[config.mk]
export PLATFORM = sky130hd
export DESIGN_NAME = usv_div_pipe
export DESIGN_NICKNAME = d
export VERILOG_FILES = /design/src/hdl/usv_div_pipe.sv
export SDC_FILE = /design/constraint.sdc
export NUM_CORES = 1
export LEC_CHECK = 0
export CAP_MARGIN = 5
export CORE_AREA = 2 2 279 281
export CTS_BUF_LIST = sky130_fd_sc_hd__clkbuf_2 sky130_fd_sc_hd__clkbuf_4 sky130_fd_sc_hd__clkbuf_8
export DETAILED_ROUTE_END_ITERATION = 6
export DIE_AREA = 0 0 281 283
export DONT_BUFFER_PORTS = 1
export HOLD_SLACK_MARGIN = 0.06
export PLACE_DENSITY_LB_ADDON = 0.25
export SLEW_MARGIN = 30
export SYNTH_ARGS = -nofsm -noshare
export SYNTH_HDL_FRONTEND = slang
export SYNTH_SLANG_ARGS = --single-unit
export TNS_END_PERCENT = 50
[constraint.sdc]
create_clock -name clk -period 2.77 [get_ports clk]
set_clock_uncertainty 0.2 [all_clocks]
set_input_delay 0 -clock clk [delete_from_list [all_inputs] [get_ports clk]]
set_output_delay 0 -clock clk [all_outputs]
set_load 0.005 [all_outputs]
[src/hdl/usv_div_pipe.sv]
// ============================================================================
// usv_div_pipe: pipelined restoring divider
// One quotient bit per stage; floor(num / den), quotient must fit QUO_W bits.
// ============================================================================
`default_nettype none

module usv_div_pipe #(
    parameter int NUM_W = 26,
    parameter int DEN_W = 9,
    parameter int QUO_W = 17
) (
    input  wire logic             clk,
    input  wire logic [NUM_W-1:0] num,
    input  wire logic [DEN_W-1:0] den,
    output logic      [QUO_W-1:0] quo
);

    localparam int WW = NUM_W + DEN_W;

    logic [NUM_W-1:0] rem_reg [QUO_W+1];
    logic [DEN_W-1:0] den_reg [QUO_W+1];
    logic [QUO_W-1:0] quo_reg [QUO_W+1];

    logic [NUM_W-1:0] rem_next [QUO_W];
    logic [QUO_W-1:0] quo_next [QUO_W];

    always_comb
    begin
        logic [WW-1:0] trial;
        logic [WW-1:0] rem_w;
        for (int j = 0; j < QUO_W; j++)
        begin
            trial = WW'(den_reg[j]) << (QUO_W - 1 - j);
            rem_w = WW'(rem_reg[j]);
            if (rem_w >= trial)
            begin
                rem_next[j] = NUM_W'(rem_w - trial);
                quo_next[j] = quo_reg[j] | (QUO_W'(1) << (QUO_W - 1 - j));
            end
            else
            begin
                rem_next[j] = rem_reg[j];
                quo_next[j] = quo_reg[j];
            end
        end
    end

    always_ff @(posedge clk)
    begin
        rem_reg[0] <= num;
        den_reg[0] <= den;
        quo_reg[0] <= '0;
        for (int j = 0; j < QUO_W; j++)
        begin
            rem_reg[j+1] <= rem_next[j];
            den_reg[j+1] <= den_reg[j];
            quo_reg[j+1] <= quo_next[j];
        end
    end

    assign quo = quo_reg[QUO_W];

endmodule

`default_nettype wire

==> out/metrics.sh <==
ROWS=102
TIMING_WORST_SLEW_PIN_VALUE_NS=0.5270
DRC_ERRORS=0
WORST_HOLD_SLACK_NS=0.08806
DRT-TOTAL-WL_UM=58260
SYN_WARNINGS=0
CRIT_PATH_MAX_INCR_DELAY_NS=0.54
MAX_CAPACITANCE_VIOLATION_COUNT=0
SLOWEST_STAGE='sky130_fd_sc_hd__or4_4'
FINALWEIGHTEDCONGESTION=0.8632
POSTSYNTH.ASYNCRESETSHARE_PCT=0
CTS.ROOT.BUFFER_CELL='sky130_fd_sc_hd__clkbuf_8'
CRITICAL_PATH.MAX_FANOUT=4
GRT_SETUP_UNREPAIRED='true'
WHS_PATH_DEPTH=0
SETUP_VIOL=7
POWER_DENSITY_mW_PER_MM2=1110
PORT_BUFFERS=0
FILLCELLCOUNT=7156
ANTENNA_FOUND_INITIAL=5
MIN_PERIOD_OVER_PERIOD_PCT=104.9
CRITICAL_PATH.ENDPOINT_TYPE='flip-flop'
FINAL_CELL_AREA_MM2=0.03376
SYNTH_EDF_COUNT=0
NUMBER_OF_PORTS_PLACED_ON_THE_DIE_BOUNDARY=53
ACHIEVABLE-FREQUENCY_GHz=0.3443
GRT_PASS1_VIAS=19160
LAYOUT.NETS=3091
START_UTIL_PCT=34.66
COREAREA_MM2=0.07670
DRT_PRE_ANTENNA_ITERS=5
LARGEST_REG_FLOPS=442
POST-LAYOUT-TOTAL-POWER_mW=37.46
FLOORPLAN.DIE.WIDTH_UM=281
CP.ARRIVAL_NS=3.31
CRIT_TOP_CELL='sky130_fd_sc_hd__or4_4'
TIMING.FINAL.WS_SETUP_NS=-0.1346
LAYOUT-DRIVE-GT1-SHARE_PCT=20.78
FF2FF_SETUP_SLACK_NS=-0.13
VDD_IR_DROP_MAX_uV=546.4
R2R_DEPTH=11
CTS_MADE_BUFFERS=116
MIN_PATH_TYPE='reg -> reg'
CTSHTREEMAXLEVEL=3
GRT_UTIL_ALL_LAYERS_PCT=14.39
SYNTH_AREA_LEADER_CELL='sky130_fd_sc_hd__dfxtp_1'
WORST_SETUP_HOLD_PATH_CLK_SLEW_NS=0.06
SEQUENTIAL_CELL_AREA_MM2=0.01500
POST_DRT_WL_PER_CELL_UM=14.49
INSERTION_DELAY_NS=0.75
TIMING_MAX_TRANSITION_VIOLATIONS_FINAL=0
WORSTPATHCELLLIST='inv_2 > ha_4 > or4b_4 > nor4_4 > buf_4 > or4_4 > a211oi_4 > or4_4 > buf_6 > nor2_4 > xor2_1'
GRT_FIRST_PASS_WIRELENGTH_UM=93870
SYNTH.AREA.TOP_CELLS='sky130_fd_sc_hd__dfxtp_1 56%, sky130_fd_sc_hd__ha_1 7.2%, sky130_fd_sc_hd__xnor2_1 3.4%, sky130_fd_sc_hd__xor2_1 3.4%, sky130_fd_sc_hd__inv_1 2.7%'
FFS_LATCHES_SYNTH=748
DP_SLACK_NS=-0.2102
TOTALNEGATIVESETUPSLACK_NS=-0.5082
WORST_HOLD_LAUNCH='quo_reg[15][5]'
FLOORPLAN.DIE.HEIGHT_UM=283
SYNTH.AVG_CELL_AREA_UM2=10.56
WORSTHOLDENDPOINT='quo_reg[16][5]'
GLOBALROUTE.TOTALOVERFLOW=0
SYN_INST=2517
DPL-INSTANCE-AREA_MM2=0.02910
CRITICAL_PATH.STARTPOINT_TYPE='flip-flop'
SYN_AREA_MM2=0.02658
TIMING.CRITICAL_PATH.FROM='rem_reg[9][7]'
CELL_VARIETY_AFTER_SYNTH=72
FINAL_HOLD_VIOL_COUNT=0
FAILED_CHECKS='negative setup slack'
TIMING.RR.START='rem_reg[9][7]'
SLEW_HEADROOM_PCT=64.49
PLACE_HPWL_UM=42420
MAXIMUM_NUMBER_OF_PINS_ON_ONE_NET_BEFORE_GLOBAL_ROUTE_REPAIR=22
CLOCK_TREE_FROM_TRITONCTS='yes'
VIAS=18600
SEQUENTIAL_CELL_AREA_FRACTION_IN_THE_YOSYS_REPORT_PCT=56.33
ANTENNA_LEFT=0
DIEAREA_MM2=0.07952
SYN-NUM-NETS=2722
POST-ROUTE-MIN-PERIOD_NS=2.905
SIGNED_AREA_CHANGE_FROM_THE_SYNTHESIZED_NETLIST_TO_THE_FINAL_LAYOUT_PCT=26.99
YS.FLOP_TYPE='sky130_fd_sc_hd__dfxtp_1'
FIRST_ITER_VIOLATIONS=843
VIA_PER_INST=4.628
RUN_STATUS='finished, violations left'
AREA_OF_THE_MULTI_INPUT_GATES_MM2=0.01169
NETLIST.AREA_LEADER.SHARE_PCT=56.33
TOTAL_LEAKAGE_POWER_nW=14.34
CRIT_TYPE='reg -> reg'
CRIT-REG2REG-CAPTURE='rem_reg[10][23]'
CTS_NUM_SINKS=748
WORSTPATHREQUIRED_NS=3.18
CTS-ROOT-TO-SINK-BUFFERS=3
-- metal layers --
| layer | track usage [%] | up-vias | wire length, µm |
|---|---|---|---|
| li1 | - | 9399 | - |
| met1 | 17.01 | 8734 | 25210 |
| met2 | 25.41 | 332 | 29120 |
| met3 | 2.746 | 139 | 1966 |
| met4 | 5.829 | 0 | 1963 |
| met5 | 0 | - | 0 |
-- cells in the final DEF, fill, tap and decap left out, drive strengths merged, types with 7 or more instances in the layout --
master and count:
buf 187, o31ai 21, a21o 29, or3 26, a211oi 15, dlygate4sd3 91
fa 16, inv 198, o21ai 134, or2 15, nand2b 40, and4 7
or4 26, o21a 31, clkinv 25, nand2 137, dfxtp 748, nor4 47
nor2 186, nor4b 14, nand4b 11, o21bai 8, xor2 102, nand4 19
xnor2 103, nor3 72, a21oi 140, nand3b 8, nand3 30, ha 153
clkbuf 171, mux2 41, o31a 9, nor2b 37
-- Yosys cell counts (all sizes together) (30+ instances only) --
cell type,instances
a21oi,140
dfxtp,748
ha,153
inv,192
mux2,41
nand2,137
nand2b,40
nand3,30
nor2,186
nor2b,37
nor3,72
nor4,47
o21a,31
o21ai,134
xnor2,103
xor2,102
-- worst max path at each step --
stage | end | slack, ns | cells after the start
4_1_cts | rem_reg[10][21] | -0.16 | 10
3_3_place_gp | rem_reg[10][19] | -0.27 | 10
2_1_floorplan | rem_reg[9][22] | -0.01 | 9
6_report | rem_reg[10][23] | -0.13 | 11
5_1_grt | rem_reg[10][22] | -0.23 | 9
3_5_place_dp | rem_reg[8][20] | -0.21 | 10
-- critical path: cells and delay by family, from the launching register on --
family          cells  cell delay (ns)
simple gates        5             1.47
buf+inv             3             0.35
flops               1             0.32
fa+ha+maj           1             0.25
xor+xnor            1             0.13
compound gates      1             0.04
-- repair_timing --
| action | CTS | global route |
|---|---|---|
| setup buffers | 5 | 11 |
| endpoints found under the setup margin | 104 | 196 |
| hold endpoints to repair | 35 | 0 |
| hold buffers | 91 | 0 |
| cloned | 0 | 2 |
| pin swaps | 19 | 57 |
| resized for setup | 52 | 159 |
-- power breakdown --
group          switching (mW)  internal (mW)  total [mW]  leakage (nW)
combinational            5.93           6.04        12.0          6.67
sequential               1.96           13.4        15.4          6.27
clock                    4.37           5.72        10.1          1.40
-- kinds of logic after synthesis --
| kind of cell | synth area share [%] |
|---|---|
| and+or+nand+nor | 13.71 |
| DFF | 56.33 |
| buffers and inverters | 3.135 |
| muxes | 1.925 |
| adders and majority gates | 8.407 |
| xor gates and xnor gates | 6.755 |
| AOI/OAI and AO/OA | 9.739 |
-- final cells by class --
class | instances | area share, %
Clock buffer | 171 | 6.471
Tap cell | 1040 | 3.855
Multi-Input combinational cell | 1550 | 34.64
Antenna cell | 1 | 0.007413
Clock inverter | 40 | 1.420
Inverter | 192 | 2.135
Timing Repair Buffer | 278 | 7.031
Sequential cell | 748 | 44.44
-- per-stage QoR --
stage          instances  util, %
6_report            4020    44.01
5_1_grt             4020    44.01
4_1_cts             4007    42.97
3_5_place_dp        3700    37.94
3_3_place_gp        3700    37.94
2_1_floorplan       2517        -
(Power assumes the default switching activity.)
