<file path="config.mk">
export PLATFORM = sky130hd
export DESIGN_NAME = usv_shade_stage
export DESIGN_NICKNAME = d
export VERILOG_FILES = /design/src/hdl/usv_pkg.sv /design/src/hdl/usv_shade_stage.sv
export SDC_FILE = /design/constraint.sdc
export NUM_CORES = 2
export LEC_CHECK = 0
export BUFFER_PORTS_ARGS = -buffer_cell sky130_fd_sc_hd__buf_4
export CORE_ASPECT_RATIO = 1.25
export CORE_MARGIN = 1
export CORE_UTILIZATION = 36
export DETAILED_ROUTE_END_ITERATION = 12
export GPL_TIMING_DRIVEN = 0
export PLACE_DENSITY = 0.56
export SYNTH_ARGS = -nofsm -noshare
export SYNTH_HDL_FRONTEND = slang
export SYNTH_SLANG_ARGS = --single-unit
export TNS_END_PERCENT = 100
</file>
<file path="constraint.sdc">
create_clock -name clk -period 6.1 [get_ports clk]
set_input_delay 0.61 -clock clk [delete_from_list [all_inputs] [get_ports clk]]
set_output_delay 0.61 -clock clk [all_outputs]
set_load 0.01 [all_outputs]
</file>
<file path="src/hdl/usv_pkg.sv">
// ============================================================================
// usv_pkg: shared types and constants for the UV sphere vertex generator
// Reset values, register indexes, vertex order tables and sideband structs.
// ============================================================================
`default_nettype none

package usv_pkg;

    localparam int SINE_TABLE_DEPTH_DEF = 1024;
    localparam int FRAC_BITS_DEF        = 15;

    localparam int COUNT_W  = 8;
    localparam int TEX_W    = 17;
    localparam int CORNER_W = 3;
    localparam int OUT_W    = 16;

    localparam logic [COUNT_W-1:0]  SEGMENT_COUNT_RESET = 8'd32;
    localparam logic [COUNT_W-1:0]  RING_COUNT_RESET    = 8'd16;
    localparam logic [CORNER_W-1:0] LAST_CORNER         = 3'd5;

    // Twice the Q1.16 one, for texture numerators (2 * 65536)
    localparam int TEX_SCALE2 = 131072;

    typedef enum logic {
        REG_SEGMENT_COUNT = 1'b0,
        REG_RING_COUNT    = 1'b1
    } cfg_reg_t;

    typedef struct packed {
        logic [CORNER_W-1:0] corner;
        logic                last_vertex;
    } tag_t;

    typedef struct packed {
        logic [CORNER_W-1:0] corner;
        logic                last_vertex;
        logic [TEX_W-1:0]    tex_u;
        logic [TEX_W-1:0]    tex_v;
    } vtx_side_t;

    // ring step of each corner: (r,s) (r+1,s) (r,s+1) (r,s+1) (r+1,s) (r+1,s+1)
    function automatic logic corner_dr(input logic [CORNER_W-1:0] c);
        logic d;
        case (c)
            3'd1, 3'd4, 3'd5: d = 1'b1;
            default:          d = 1'b0;
        endcase
        return d;
    endfunction

    function automatic logic corner_ds(input logic [CORNER_W-1:0] c);
        logic d;
        case (c)
            3'd2, 3'd3, 3'd5: d = 1'b1;
            default:          d = 1'b0;
        endcase
        return d;
    endfunction

endpackage

`default_nettype wire

</file>
<file path="src/hdl/usv_shade_stage.sv">
// ============================================================================
// usv_shade_stage: normal and position output stages
// Stage 1 forms the two sine products; stage 2 rounds and saturates to Q1.15.
// ============================================================================
`default_nettype none

module usv_shade_stage
    import usv_pkg::*;
#(
    parameter int FRAC_BITS = 15
) (
    input  wire logic                        clk,
    input  wire logic                        rst_n,
    input  wire logic                        in_valid,
    input  wire vtx_side_t                   in_side,
    input  wire logic signed [FRAC_BITS+1:0] sin_t,
    input  wire logic signed [FRAC_BITS+1:0] cos_t,
    input  wire logic signed [FRAC_BITS+1:0] sin_p,
    input  wire logic signed [FRAC_BITS+1:0] cos_p,
    output logic                             done,
    output logic signed [OUT_W-1:0]          pos_x,
    output logic signed [OUT_W-1:0]          pos_y,
    output logic signed [OUT_W-1:0]          pos_z,
    output logic signed [OUT_W-1:0]          norm_x,
    output logic signed [OUT_W-1:0]          norm_y,
    output logic signed [OUT_W-1:0]          norm_z,
    output logic [TEX_W-1:0]                 tex_u,
    output logic [TEX_W-1:0]                 tex_v,
    output logic [CORNER_W-1:0]              corner,
    output logic                             last_vertex
);

    localparam int TW = FRAC_BITS + 2;
    localparam int PW = 2 * TW;
    localparam int MW = PW + 16;

    function automatic logic [OUT_W-1:0] to_q15(input logic signed [PW-1:0] v,
                                                input int fb);
        logic          neg;
        logic [MW-1:0] sext;
        logic [MW-1:0] mag;
        neg  = v[PW-1];
        sext = {{16{v[PW-1]}}, v};
        mag  = neg ? (~sext + MW'(1)) : sext;
        if (fb > 15)
            mag = (mag + (MW'(1) << (fb - 16))) >> (fb - 15);
        else
            mag = mag << (15 - fb);
        if (!neg && mag > MW'(32767))
            mag = MW'(32767);
        if (neg && mag > MW'(32768))
            mag = MW'(32768);
        return neg ? OUT_W'(~mag[OUT_W-1:0] + 16'd1) : mag[OUT_W-1:0];
    endfunction

    logic                 mul_valid_reg;
    vtx_side_t            mul_side_reg;
    logic signed [PW-1:0] nx_reg;
    logic signed [PW-1:0] nz_reg;
    logic signed [PW-1:0] ct_reg;
    logic signed [PW-1:0] ct_ext;

    always_ff @(posedge clk or negedge rst_n)
    begin
        if (!rst_n)
        begin
            mul_valid_reg <= 1'b0;
            done          <= 1'b0;
        end
        else
        begin
            mul_valid_reg <= in_valid;
            done          <= mul_valid_reg;
        end
    end

    always_ff @(posedge clk)
    begin
        mul_side_reg <= in_side;
        nx_reg       <= cos_p * sin_t;
        nz_reg       <= sin_p * sin_t;
        ct_reg       <= PW'(cos_t);
    end

    assign ct_ext = ct_reg;

    always_ff @(posedge clk)
    begin
        pos_x       <= to_q15(nx_reg, 2 * FRAC_BITS + 1);
        pos_y       <= to_q15(ct_ext, FRAC_BITS + 1);
        pos_z       <= to_q15(nz_reg, 2 * FRAC_BITS + 1);
        norm_x      <= to_q15(nx_reg, 2 * FRAC_BITS);
        norm_y      <= to_q15(ct_ext, FRAC_BITS);
        norm_z      <= to_q15(nz_reg, 2 * FRAC_BITS);
        tex_u       <= mul_side_reg.tex_u;
        tex_v       <= mul_side_reg.tex_v;
        corner      <= mul_side_reg.corner;
        last_vertex <= mul_side_reg.last_vertex;
    end

endmodule

`default_nettype wire

</file>
==> reports/qor_table.md <==
| Stage | Metric | Value |
|:---|:---|:---|
| status | Result of the run | finished, violations left |
| status | Violations in the final reports | negative setup slack |
| critical path | Required time of the worst setup path | 6.57 ns |
| floorplan | Die Area | 98500 um^2 |
| floorplan | Num rows | 127 |
| placement | Final HPWL from detailed placement | 87700 um |
| placement | Gpl congestion | 0.923 |
| critical path | Cell with the largest stage delay on the worst path | sky130_fd_sc_hd__fa_1 |
| sta | Unrepaired setup endpoints after global routing | yes |
| synth | Synth Area in Simple Gates | 18.9% |
| synth | Parity-gate share of the synthesized area counting xor and xnor cells | 5.23% |
| synth | Main synth FF type | sky130_fd_sc_hd__dfxtp_1 |
| clock tree | Clock slew at the register clock pins of the worst setup and hold paths | 0.07 ns |
| floorplan | Die W | 281 um |
| sta | Crit share post-route | 102% |
| placement | IO Port Bufs | 242 |
| detailed routing | WL final | 109000 um |
| sta | Slew margin rel. | 30.2% |
| synth | Total nets after synthesis | 4824 |
| critical path | Category of cells accounting for the largest share of critical-path delay | adder cells |
| clock tree | Number of H-tree levels | 1 |
| grt | All-Layer GR Usage | 22.3% |
| clock tree | Maximum clock path buffer count | 3 |
| synth | Library cells used by synthesis | 107 |
| sta | Fin Clk Skew | 0.00983 ns |
| critical path | Maximum fanout along the worst path | 7 |
| critical path | Dominant cell type by count on the critical path | sky130_fd_sc_hd__fa_1 |
| grt | Pin count of the biggest net entering global routing | 18 |
| synth | Post-synthesis area per instance | 8.88 um^2 |
| hold path | Hold crit path type | in2reg |
| synth | Sequential share of the synthesized area | 14.8% |
| cells and area | Area Growth Syn to Fin | 24.1% |
| synth | Combinational family with the most area after synthesis | adder cells |
| clock tree | Number of buffers added by the clock tree synthesis step | 27 |
| cells and area | Non-filler cells, final | 5679 |
| grt | Residual overflow from global routing | 0 |
| synth | Number of flops mapped to enable cells by yosys | 0 |
| floorplan | Die extent in y | 351 um |
| sta | Hold violation count in the final report | 0 |
| synth | Cell Area, Synth | 35000 um^2 |
| cells and area | Max FFs per register | 38 |
| detailed routing | Routed Antenna Nets | 0 |
| run | Number of violations of the max-capacitance limit | 0 |
| detailed routing | Post-route DRC violation count | 0 |
| cells and area | Most frequent cells in the layout | 605 x sky130_fd_sc_hd__inv_1, 568 x sky130_fd_sc_hd__fa_1, 423 x sky130_fd_sc_hd__nand2_1, 366 x sky130_fd_sc_hd__buf_4, 267 x sky130_fd_sc_hd__and2_1 |
| detailed routing | Routed length per instance | 19.3 um |
| grt | First-pass GRT wire length | 171000 um |
| floorplan | Starting Density | 36.4% |
| synth | Post-synthesis compound-gate area fraction | 11.1% |
| grt | Number of global-route vias before repair | 30.2k |
| grt | Initial antenna violation count | 7 |
| critical path | Critical path class | in2reg |
| clock tree | Number of clock sinks | 259 |
| synth | Number of synthesized register bits | 259 |
| critical path | Count of buffering cells on the critical path with inverters included | 5 |
| synth | Share of synthesized registers carrying an async set or reset | 0.772% |
| critical path | Crit. End Element | register |
| sta | Actual transition at the worst max-transition pin | 1.04 ns |
| sta | Peak Freq | 0.160 GHz |
| cells and area | Fraction of layout cells with a size suffix above 1 | 18.9% |
| detailed routing | DR vias/cell | 5.18 |
| critical path | Stage delay of the slowest cell on the critical path | 0.56 ns |
| synth | Area share of fa/ha/maj cells after synthesis | 40.4% |
| detailed routing | DR pass1 iterations | 7 |
| detailed routing | Number of vias in the routed layout | 29.4k |
| placement | Cell count after placement | 5473 |
| sta | Tmin final | 6.23 ns |
| synth | Number of instances in the synthesized netlist | 3941 |
| clock tree | Worst-Skew Late Latency | 0.57 ns |
| sta | Final setup violation count | 4 |
| synth | Portion of netlist area occupied by mux cells | 0.822% |
| critical path | Element type at the critical path start | input port |
| floorplan | CORE AREA | 96100 um^2 |
| critical path | Arrival time of data at the critical path endpoint | 6.70 ns |
| sta | Final Slew Violations | 0 |
| detailed routing | Starting DRC count in detailed routing | 1736 |
| cells and area | Net total in the final layout | 5252 |
| sta | Min setup slack post-route | -0.131 ns |
| cells and area | Leading cell type in the layout, fill and taps excluded | sky130_fd_sc_hd__inv_1 |
| floorplan | Number of primary I/O pins | 244 |
| synth | Number of warnings issued by yosys | 0 |
| clock tree | Buffer cell driving the clock tree root | sky130_fd_sc_hd__clkbuf_16 |
| clock tree | TritonCTS clock tree | yes |
[synthesized netlist by cell type (21+ instances only)]
library cell	number	share of area [%]
sky130_fd_sc_hd__nor2b_1	21	0.38
sky130_fd_sc_hd__nand2b_1	57	1.0
sky130_fd_sc_hd__nand3_1	66	0.94
sky130_fd_sc_hd__xnor2_1	141	3.5
sky130_fd_sc_hd__nor3_1	58	0.83
sky130_fd_sc_hd__and3_1	22	0.39
sky130_fd_sc_hd__and2_1	268	4.8
sky130_fd_sc_hd__nand2_1	455	4.9
sky130_fd_sc_hd__clkbuf_1	166	1.8
sky130_fd_sc_hd__a21o_1	25	0.54
sky130_fd_sc_hd__a21oi_1	120	1.7
sky130_fd_sc_hd__o21ai_0	112	1.6
sky130_fd_sc_hd__fa_1	592	34
sky130_fd_sc_hd__or3_1	29	0.52
sky130_fd_sc_hd__mux2i_1	22	0.63
sky130_fd_sc_hd__nor2_1	199	2.1
sky130_fd_sc_hd__nor4_1	27	0.48
sky130_fd_sc_hd__o31ai_1	21	0.45
sky130_fd_sc_hd__a31oi_1	31	0.55
sky130_fd_sc_hd__dfxtp_1	257	15
sky130_fd_sc_hd__ha_1	182	6.5
sky130_fd_sc_hd__inv_1	621	6.7
sky130_fd_sc_hd__o21a_1	21	0.45
sky130_fd_sc_hd__xor2_1	61	1.5
[timing repair]
item                                    4_1_cts  5_1_grt
hold buffers                                  1        0
buffers inserted                             85       75
hold endpoints to repair                      2        0
cloned                                        3        1
pin swaps                                    71      119
resized for setup                           252      195
endpoints found under the setup margin       61       44
[layout make-up]
type / instances / area (um^2)
Fill cell: 9411 / 52700
Multi-Input combinational cell: 2873 / 28100
Sequential cell: 259 / 5200
Timing Repair Buffer: 406 / 3420
Inverter: 624 / 2350
Buffer: 178 / 1800
Tap cell: 1290 / 1610
Clock buffer: 31 / 731
Clock inverter: 17 / 199
Antenna cell: 1 / 2.50
[cells by family (layout without fill, tap and decap cells)]
kind of cell / count (synthesis) / in the layout
xor gates and xnor gates: 205 / 205
adders and majority gates: 775 / 775
AOI/OAI and AO/OA: 554 / 554
and+or+nand+nor: 1311 / 1311
DFF: 259 / 259
muxes: 28 / 28
buffers and inverters: 809 / 1256
other: 0 / 1
[routing by layer]
layer / part of all wire (%) / vias up / track usage [%]
met4: 3.1 / 0 / 6.64
met3: 5.1 / 171 / 2.00
met2: 51 / 898 / 40.0
met5: 0 / - / 0
li1: - / 13500 / -
met1: 41 / 14900 / 28.3
[per-stage QoR]
stage | hold slack [ns] | cell area [um^2] | utilization, % | TNS (ns) | worst slack [ns]
2_1_floorplan | 0.310 | 35900 | - | -0.0686 | -0.0378
3_3_place_gp | 0.310 | 39300 | 40.9 | -63.74 | -1.86
3_5_place_dp | 0.312 | 39300 | 40.9 | -63.32 | -1.84
4_1_cts | 0.0715 | 42200 | 43.9 | -0.287 | -0.139
5_1_grt | 0.0837 | 43400 | 45.2 | -1.11 | -0.291
6_report | 0.123 | 43400 | 45.2 | -0.313 | -0.131
[final timing paths]
path,startpoint,to,slack [ns],cells past startpoint
worst max-delay path,sin_t[16],nx_reg[33],-0.13,25
min in group asynchronous,rst_n,done,0.36,2
worst max register to register,nx_reg[4],norm_x[12],0.17,25
worst min register to register,mul_side_reg[9],tex_v[9],0.32,0
max in group asynchronous,rst_n,mul_valid_reg,5.64,2
worst min-delay path,in_side[0],mul_side_reg[0],0.12,1
Power is left out: the tool's default activity adds up to more than one toggle a clock period on the data nets, which glitch-free logic cannot reach.
